--- src/sv/tcce_pkg.sv ---
`default_nettype none

package tcce_pkg;

  // Fixed field widths of the command and result items
  localparam int unsigned CMD_W  = 3;
  localparam int unsigned CHAR_W = 8;
  localparam int unsigned COL_W  = 7;
  localparam int unsigned ROW_W  = 5;
  localparam int unsigned CELL_W = 16;

  // Character codes with special meaning
  localparam logic [CHAR_W-1:0] CH_NEWLINE = 8'h0A;
  localparam logic [CHAR_W-1:0] CH_TAB     = 8'h09;
  localparam logic [CHAR_W-1:0] CH_SPACE   = 8'h20;

  // Reset value of the attribute register
  localparam logic [7:0] ATTR_RESET = 8'h0F;

  // Command codes
  typedef enum logic [CMD_W-1:0] {
    OP_PUT   = 3'd0,
    OP_BACK  = 3'd1,
    OP_MOVE  = 3'd2,
    OP_CLEAR = 3'd3,
    OP_READ  = 3'd4
  } op_e;

  // Controller states
  typedef enum logic [3:0] {
    ST_INIT,
    ST_IDLE,
    ST_DECODE,
    ST_TAB,
    ST_WRAP,
    ST_SCROLL_RD,
    ST_SCROLL_WR,
    ST_FILL,
    ST_BS_RD,
    ST_BS_WR,
    ST_CLEAR,
    ST_DONE
  } state_e;

  // Cell address source
  typedef enum logic [2:0] {
    AS_CURSOR,
    AS_TAB,
    AS_ITEM,
    AS_PTR,
    AS_PTR_UP
  } addr_sel_e;

  // Cell write data source
  typedef enum logic [2:0] {
    WD_ZERO,
    WD_CHAR,
    WD_BLANK,
    WD_SPACE,
    WD_COPY
  } wdata_sel_e;

  // Cursor update
  typedef enum logic [2:0] {
    CUR_HOLD,
    CUR_ADV,
    CUR_TAB,
    CUR_NL,
    CUR_BACK,
    CUR_MOVE,
    CUR_CLAMP
  } cur_op_e;

  // Commands from the controller to the datapath
  typedef struct packed {
    logic       load_item;
    logic       set_fail;
    logic       mem_we;
    logic       mem_re;
    addr_sel_e  asel;
    wdata_sel_e wsel;
    cur_op_e    cur_op;
    logic       ptr_clr;
    logic       ptr_inc;
    logic       tab_clr;
    logic       tab_inc;
    logic       out_load;
  } cmd_t;

  // Status from the datapath to the controller
  typedef struct packed {
    op_e  op;
    logic is_newline;
    logic is_tab;
    logic in_range;
    logic at_home;
    logic row_over;
    logic ptr_copy_end;
    logic ptr_end;
    logic tab_end;
    logic out_free;
  } stat_t;

endpackage

`default_nettype wire

--- src/sv/tcce_ctrl.sv ---
`default_nettype none

module tcce_ctrl (
  input  wire logic           clk_i,
  input  wire logic           rst_ni,
  input  wire logic           s_valid_i,
  output logic                ready_o,
  input  wire tcce_pkg::stat_t stat_i,
  output tcce_pkg::cmd_t      cmd_o
);

  tcce_pkg::state_e state_q, state_d;

  // Hold the current state
  always_ff @(posedge clk_i or negedge rst_ni) begin
    if (!rst_ni) begin
      state_q <= tcce_pkg::ST_INIT;
    end else begin
      state_q <= state_d;
    end
  end

  // Select the next state
  always_comb begin
    state_d = state_q;
    case (state_q)
      tcce_pkg::ST_INIT: begin
        if (stat_i.ptr_end) state_d = tcce_pkg::ST_IDLE;
      end
      tcce_pkg::ST_IDLE: begin
        if (s_valid_i) state_d = tcce_pkg::ST_DECODE;
      end
      tcce_pkg::ST_DECODE: begin
        case (stat_i.op)
          tcce_pkg::OP_PUT: begin
            state_d = stat_i.is_tab ? tcce_pkg::ST_TAB : tcce_pkg::ST_WRAP;
          end
          tcce_pkg::OP_BACK: begin
            state_d = stat_i.at_home ? tcce_pkg::ST_DONE : tcce_pkg::ST_BS_RD;
          end
          tcce_pkg::OP_CLEAR: state_d = tcce_pkg::ST_CLEAR;
          default:            state_d = tcce_pkg::ST_DONE;
        endcase
      end
      tcce_pkg::ST_TAB: begin
        if (stat_i.tab_end) state_d = tcce_pkg::ST_WRAP;
      end
      tcce_pkg::ST_WRAP: begin
        state_d = stat_i.row_over ? tcce_pkg::ST_SCROLL_RD : tcce_pkg::ST_DONE;
      end
      tcce_pkg::ST_SCROLL_RD: state_d = tcce_pkg::ST_SCROLL_WR;
      tcce_pkg::ST_SCROLL_WR: begin
        state_d = stat_i.ptr_copy_end ? tcce_pkg::ST_FILL : tcce_pkg::ST_SCROLL_RD;
      end
      tcce_pkg::ST_FILL: begin
        if (stat_i.ptr_end) state_d = tcce_pkg::ST_DONE;
      end
      tcce_pkg::ST_BS_RD: state_d = tcce_pkg::ST_BS_WR;
      tcce_pkg::ST_BS_WR: state_d = tcce_pkg::ST_DONE;
      tcce_pkg::ST_CLEAR: begin
        if (stat_i.ptr_end) state_d = tcce_pkg::ST_DONE;
      end
      tcce_pkg::ST_DONE: begin
        if (stat_i.out_free) state_d = tcce_pkg::ST_IDLE;
      end
      default: state_d = tcce_pkg::ST_INIT;
    endcase
  end

  // Drive the datapath commands
  always_comb begin
    cmd_o   = '0;
    ready_o = 1'b0;
    case (state_q)
      tcce_pkg::ST_INIT: begin
        cmd_o.mem_we  = 1'b1;
        cmd_o.wsel    = tcce_pkg::WD_ZERO;
        cmd_o.asel    = tcce_pkg::AS_PTR;
        cmd_o.ptr_inc = 1'b1;
      end
      tcce_pkg::ST_IDLE: begin
        ready_o         = 1'b1;
        cmd_o.load_item = s_valid_i;
      end
      tcce_pkg::ST_DECODE: begin
        case (stat_i.op)
          tcce_pkg::OP_PUT: begin
            if (stat_i.is_newline) begin
              cmd_o.cur_op = tcce_pkg::CUR_NL;
            end else if (stat_i.is_tab) begin
              cmd_o.tab_clr = 1'b1;
            end else begin
              cmd_o.mem_we = 1'b1;
              cmd_o.wsel   = tcce_pkg::WD_CHAR;
              cmd_o.asel   = tcce_pkg::AS_CURSOR;
              cmd_o.cur_op = tcce_pkg::CUR_ADV;
            end
          end
          tcce_pkg::OP_BACK: begin
            if (stat_i.at_home) begin
              cmd_o.set_fail = 1'b1;
            end else begin
              cmd_o.cur_op = tcce_pkg::CUR_BACK;
            end
          end
          tcce_pkg::OP_MOVE: begin
            if (stat_i.in_range) begin
              cmd_o.cur_op = tcce_pkg::CUR_MOVE;
            end else begin
              cmd_o.set_fail = 1'b1;
            end
          end
          tcce_pkg::OP_CLEAR: cmd_o.ptr_clr = 1'b1;
          tcce_pkg::OP_READ: begin
            if (stat_i.in_range) begin
              cmd_o.mem_re = 1'b1;
              cmd_o.asel   = tcce_pkg::AS_ITEM;
            end else begin
              cmd_o.set_fail = 1'b1;
            end
          end
          default: cmd_o.set_fail = 1'b1;
        endcase
      end
      tcce_pkg::ST_TAB: begin
        cmd_o.mem_we  = 1'b1;
        cmd_o.wsel    = tcce_pkg::WD_ZERO;
        cmd_o.asel    = tcce_pkg::AS_TAB;
        cmd_o.tab_inc = 1'b1;
        if (stat_i.tab_end) cmd_o.cur_op = tcce_pkg::CUR_TAB;
      end
      tcce_pkg::ST_WRAP: begin
        cmd_o.ptr_clr = stat_i.row_over;
      end
      tcce_pkg::ST_SCROLL_RD: begin
        cmd_o.mem_re = 1'b1;
        cmd_o.asel   = tcce_pkg::AS_PTR_UP;
      end
      tcce_pkg::ST_SCROLL_WR: begin
        cmd_o.mem_we  = 1'b1;
        cmd_o.wsel    = tcce_pkg::WD_COPY;
        cmd_o.asel    = tcce_pkg::AS_PTR;
        cmd_o.ptr_inc = 1'b1;
      end
      tcce_pkg::ST_FILL: begin
        cmd_o.mem_we  = 1'b1;
        cmd_o.wsel    = tcce_pkg::WD_ZERO;
        cmd_o.asel    = tcce_pkg::AS_PTR;
        cmd_o.ptr_inc = 1'b1;
        if (stat_i.ptr_end) cmd_o.cur_op = tcce_pkg::CUR_CLAMP;
      end
      tcce_pkg::ST_BS_RD: begin
        cmd_o.mem_re = 1'b1;
        cmd_o.asel   = tcce_pkg::AS_CURSOR;
      end
      tcce_pkg::ST_BS_WR: begin
        cmd_o.mem_we = 1'b1;
        cmd_o.wsel   = tcce_pkg::WD_SPACE;
        cmd_o.asel   = tcce_pkg::AS_CURSOR;
      end
      tcce_pkg::ST_CLEAR: begin
        cmd_o.mem_we  = 1'b1;
        cmd_o.wsel    = tcce_pkg::WD_BLANK;
        cmd_o.asel    = tcce_pkg::AS_PTR;
        cmd_o.ptr_inc = 1'b1;
      end
      tcce_pkg::ST_DONE: begin
        cmd_o.out_load = stat_i.out_free;
      end
      default: begin
        cmd_o = '0;
      end
    endcase
  end

`ifndef SYNTHESIS
  // An accepted transaction is decoded in the following cycle
  assert property (@(posedge clk_i) disable iff (!rst_ni)
    (s_valid_i && ready_o) |=> (state_q == tcce_pkg::ST_DECODE))
    else $error("accepted transaction not decoded");

  // Leave the done state only by loading the result
  assert property (@(posedge clk_i) disable iff (!rst_ni)
    (state_q == tcce_pkg::ST_DONE && state_d != tcce_pkg::ST_DONE) |-> cmd_o.out_load)
    else $error("result dropped");

  // Every scroll write follows its read
  assert property (@(posedge clk_i) disable iff (!rst_ni)
    (state_q == tcce_pkg::ST_SCROLL_WR) |-> $past(state_q == tcce_pkg::ST_SCROLL_RD))
    else $error("scroll write without read");
`endif

endmodule

`default_nettype wire

--- config.mk ---
export PLATFORM = sky130hd
export DESIGN_NAME = tcce_ctrl
export DESIGN_NICKNAME = d
export VERILOG_FILES = /design/src/sv/tcce_pkg.sv /design/src/sv/tcce_ctrl.sv
export SDC_FILE = /design/constraint.sdc
export NUM_CORES = 1
export LEC_CHECK = 0
export CORE_AREA = 4 4 41 43
export DETAILED_ROUTE_END_ITERATION = 8
export DIE_AREA = 0 0 45 47
export DONT_BUFFER_PORTS = 1
export PLACE_DENSITY = 0.69
export SETUP_SLACK_MARGIN = 0.3
export SLEW_MARGIN = 20
export SYNTH_ARGS = -nofsm -noshare
export SYNTH_HDL_FRONTEND = slang
export SYNTH_SLANG_ARGS = --single-unit
--- constraint.sdc ---
create_clock -name clk_i -period 2.1 [get_ports clk_i]
set_input_delay 0.21 -clock clk_i [delete_from_list [all_inputs] [get_ports clk_i]]
set_output_delay 0.21 -clock clk_i [all_outputs]
set_load 0.1 [all_outputs]
==> flow_summary.json, run 1 <==
{
  "synth_warnings": 0,
  "die_w_um": 45,
  "mappedNetlistArea_sq_um": 711,
  "status": "aborted with a tool error",
  "ys_ff_latch": 4,
  "cts_buffer_depth": 2,
  "port_buffers": 0,
  "post_cts_buffers": 3,
  "synth_edf_count": 0,
  "cts_max_level": 1,
  "numClockSinks": 4,
  "synth_cell_types": 42,
  "cts_resized": 31,
  "yosys-top-cells-area": "dfrtp_1 (14%), o21ai_0 (5.6%), nor2_1 (5.3%)",
  "cts_buffers": 3,
  "synth_top_area_cell": "dfrtp_1",
  "yosysSeqAreaShare_pct": 14.1,
  "ctsHoldBuffers": 1,
  "initial_core_util_pct": 54.6,
  "synth_cells": 101,
  "syn_area_per_cell_sq_um": 7.04,
  "ys.flop_type": "dfrtp_1",
  "dp.cells": 131,
  "placed_cell_area_sq_um": 1140,
  "lastStage": "clock tree synthesis",
  "die_y_um": 47,
  "synth_top_area_share_pct": 14.1,
  "dp_hpwl_um": 1950,
  "io_pins": 34,
  "tool.error": "[ERROR DPL-0038] Utilization greater than 100%, impossible to legalize",
  "synth_nets": 116,
  "cts-root-buf": "clkbuf_4",
  "synthArstFlopShare_pct": 100,
  "rows": 13,
  "gp_congestion": 0.866
}
## cells in the mapped netlist (3+ instances only)
library cell,instances
inv_1,4
nor2b_1,5
dfrtp_1,4
nor3_1,5
nand2_1,4
nand2b_1,5
clkbuf_1,5
and2_1,3
a21o_1,3
and3_1,4
nor2_1,10
o21ai_0,8
a21oi_1,5
nand3_1,3
## kinds of logic after synthesis
kind of cell	share of synthesized area (%)
simple gates	37.7
compound gates	33.1
buf+inv	7.92
mux	5.99
flops	14.1
xor+xnor	1.23
## stage by stage
step | util (%) | hold WS [ps] | TNS (ps) | worst slack (ps)
after global placement | 88.0 | -85.5 | 0 | 1.03
after floorplan | - | -85.6 | -805 | -194
after detailed placement | 88.0 | -85.5 | -33.4 | -33.4
==> inputs of run 2 (changes only) <==
- CORE_AREA: 4 4 41 43 -> 4 4 65 67
- DIE_AREA: 0 0 45 47 -> 0 0 69 71
- PLACE_DENSITY: 0.69 -> unset
- PLACE_DENSITY_LB_ADDON: unset -> 0.15
- SETUP_SLACK_MARGIN: 0.3 -> unset
==> flow_summary.json, run 2 <==
{
  "vias": 882,
  "ys_ff_latch": 4,
  "reg2regPathDepth": 5,
  "fin_nets": 140,
  "final_cell_mix": "buf_12 (16), buf_4 (10), nor2_1 (7), o21ai_0 (6)",
  "yosys-top-cells-area": "dfrtp_1 (14%), o21ai_0 (5.6%), nor2_1 (5.3%)",
  "grtUsageTotal_pct": 11.3,
  "setup_viol": 4,
  "synthArstFlopShare_pct": 100,
  "gp_congestion": 0.792,
  "port_buffers": 0,
  "final_area_sq_um": 1270,
  "regMostFlops": "state_q",
  "ys.flop_type": "dfrtp_1",
  "startpoint_type": "register",
  "synth_warnings": 0,
  "drt_iter0_markers": 60,
  "mappedNetlistArea_sq_um": 711,
  "worstSetupEndpointType": "output port",
  "final_common_cell": "buf_12",
  "synth_edf_count": 0,
  "cts_buffers": 3,
  "synth_top_area_share_pct": 14.1,
  "antenna_found_initial": 0,
  "maxSlewHeadroom_pct": 70.5,
  "syn_area_per_cell_sq_um": 7.04,
  "path_clk_slew_ps": 30,
  "worst_pin_slew_ps": 438,
  "status": "finished, violations left",
  "drc": 0,
  "violations": "negative setup slack",
  "arrival_ps": 2170,
  "top_regs": "state_q x4",
  "routedWlPerCell_um": 15.4,
  "core_area_sq_um": 3630,
  "initial_core_util_pct": 19.6,
  "min_path_type": "input port to async pin",
  "synthTopCellsByCount": "nor2_1 (10), o21ai_0 (8)",
  "hold_violations": 0,
  "dp_hpwl_um": 2080,
  "layout-drive-gt1-share_pct": 39.8,
  "insertion_delay_ps": 210,
  "layoutNonFillerInstCount": 171,
  "period_minus_slack_ps": 2380,
  "area_growth_pct": 79.2,
  "utilization_pct": 35.1,
  "synth_cells": 101,
  "synth_top_area_cell": "dfrtp_1",
  "largest_reg_flops": 4,
  "die_w_um": 69,
  "die_y_um": 71,
  "rows": 22,
  "synth_most_common_cell": "nor2_1",
  "cts_max_level": 1,
  "slew_violations": 0,
  "cap_violations": 0,
  "grt_pass1_wl_um": 4530,
  "placed_cell_area_sq_um": 1210,
  "worst_slack_ps": -282,
  "synth_nets": 116,
  "drt_pass1_iterations": 4,
  "routed_via_density": 5.16,
  "synth_cell_types": 42,
  "numClockSinks": 4,
  "cts_buffer_depth": 2,
  "crit_required_ps": 1890,
  "timing.fmax_mhz": 420,
  "postRouteAntennaNets": 0,
  "period_share_pct": 113,
  "path_max_fanout": 2,
  "cts-root-buf": "clkbuf_8",
  "globalRouteOverflowTotal": 0,
  "grt_max_degree": 19,
  "rsz0062_at_grt": "true",
  "design.die.area_sq_um": 4900,
  "cts_tree": "built",
  "finClkSkew_ps": 2.05,
  "io_pins": 34,
  "yosysSeqAreaShare_pct": 14.1,
  "dp.cells": 167,
  "worst-setup-path-type": "register to output port",
  "diodes": 0,
  "grt_pass1_vias": 913,
  "finalWirelength_um": 2640
}
## run 2: cell counts after synthesis
No cell type changed its count.
## run 2: critical path, stage by stage (launching register included)
cell and delay, ps:
dfrtp_1 370, or4b_4 550, or4_4 510, nor3_4 170
or3_4 350
## run 2: layout make-up
cell class	instances	area, sq um
inverter	4	15.0
timing repair buffer	27	405
tap	48	60.1
clock buffer	3	41.3
sequential	4	100
multi-input combinational	85	652
fill	400	2360
## run 2: final timing paths
| path | to | slack (ps) | start |
|---|---|---|---|
| min in group clk_i | state_q[2] | 290 | stat_i[7] |
| setup reg to reg | state_q[2] | 150 | state_q[3] |
| max in group asynchronous | state_q[3] | 1660 | rst_ni |
| setup / recovery | cmd_o[15] | -280 | state_q[3] |
| hold reg to reg | state_q[1] | 760 | state_q[1] |
| hold / removal | state_q[0] | 270 | rst_ni |
## run 2: stage by stage
step / worst slack, ps / setup TNS [ps] / hold WS (ps)
6_report: -282 / -975 / 271
5_1_grt: -343 / -1200 / 294
4_1_cts: -307 / -1050 / 274
3_5_place_dp: -82.1 / -168 / -85.4
3_3_place_gp: -56.7 / -81.5 / -85.4
2_1_floorplan: -515 / -2260 / -85.6
## run 2: metal layers
| layer | vias to the layer above | track usage [%] | share of wire, % |
|---|---|---|---|
| met4 | 0 | 4.99 | 1.6 |
| met3 | 4 | 3.84 | 10 |
| met5 | - | 0 | 0 |
| met2 | 44 | 16.1 | 42 |
| li1 | 428 | - | - |
| met1 | 406 | 15.3 | 46 |
## run 2: cells by family (layout without fill, tap and decap cells)
group / after synthesis / count (layout) / synth area share [%]
AOI/OAI and AO/OA: 33 / 33 / 33.1
buffers and inverters: 12 / 34 / 7.92
and+or+nand+nor: 47 / 47 / 37.7
DFF: 4 / 4 / 14.1
muxes: 4 / 4 / 5.99
xor gates and xnor gates: 1 / 1 / 1.23
## run 2: timing repair
| item | 4_1_cts | 5_1_grt |
|---|---|---|
| endpoints found under the hold margin | 4 | 0 |
| hold buffers | 1 | 0 |
| endpoints found under the setup margin | 4 | 9 |
| gates resized for setup | 1 | 2 |
| setup buffers | 0 | 0 |
Power of run 2 is left out: the tool's default activity adds up to more than one toggle a clock period on the data nets, which glitch-free logic cannot reach.
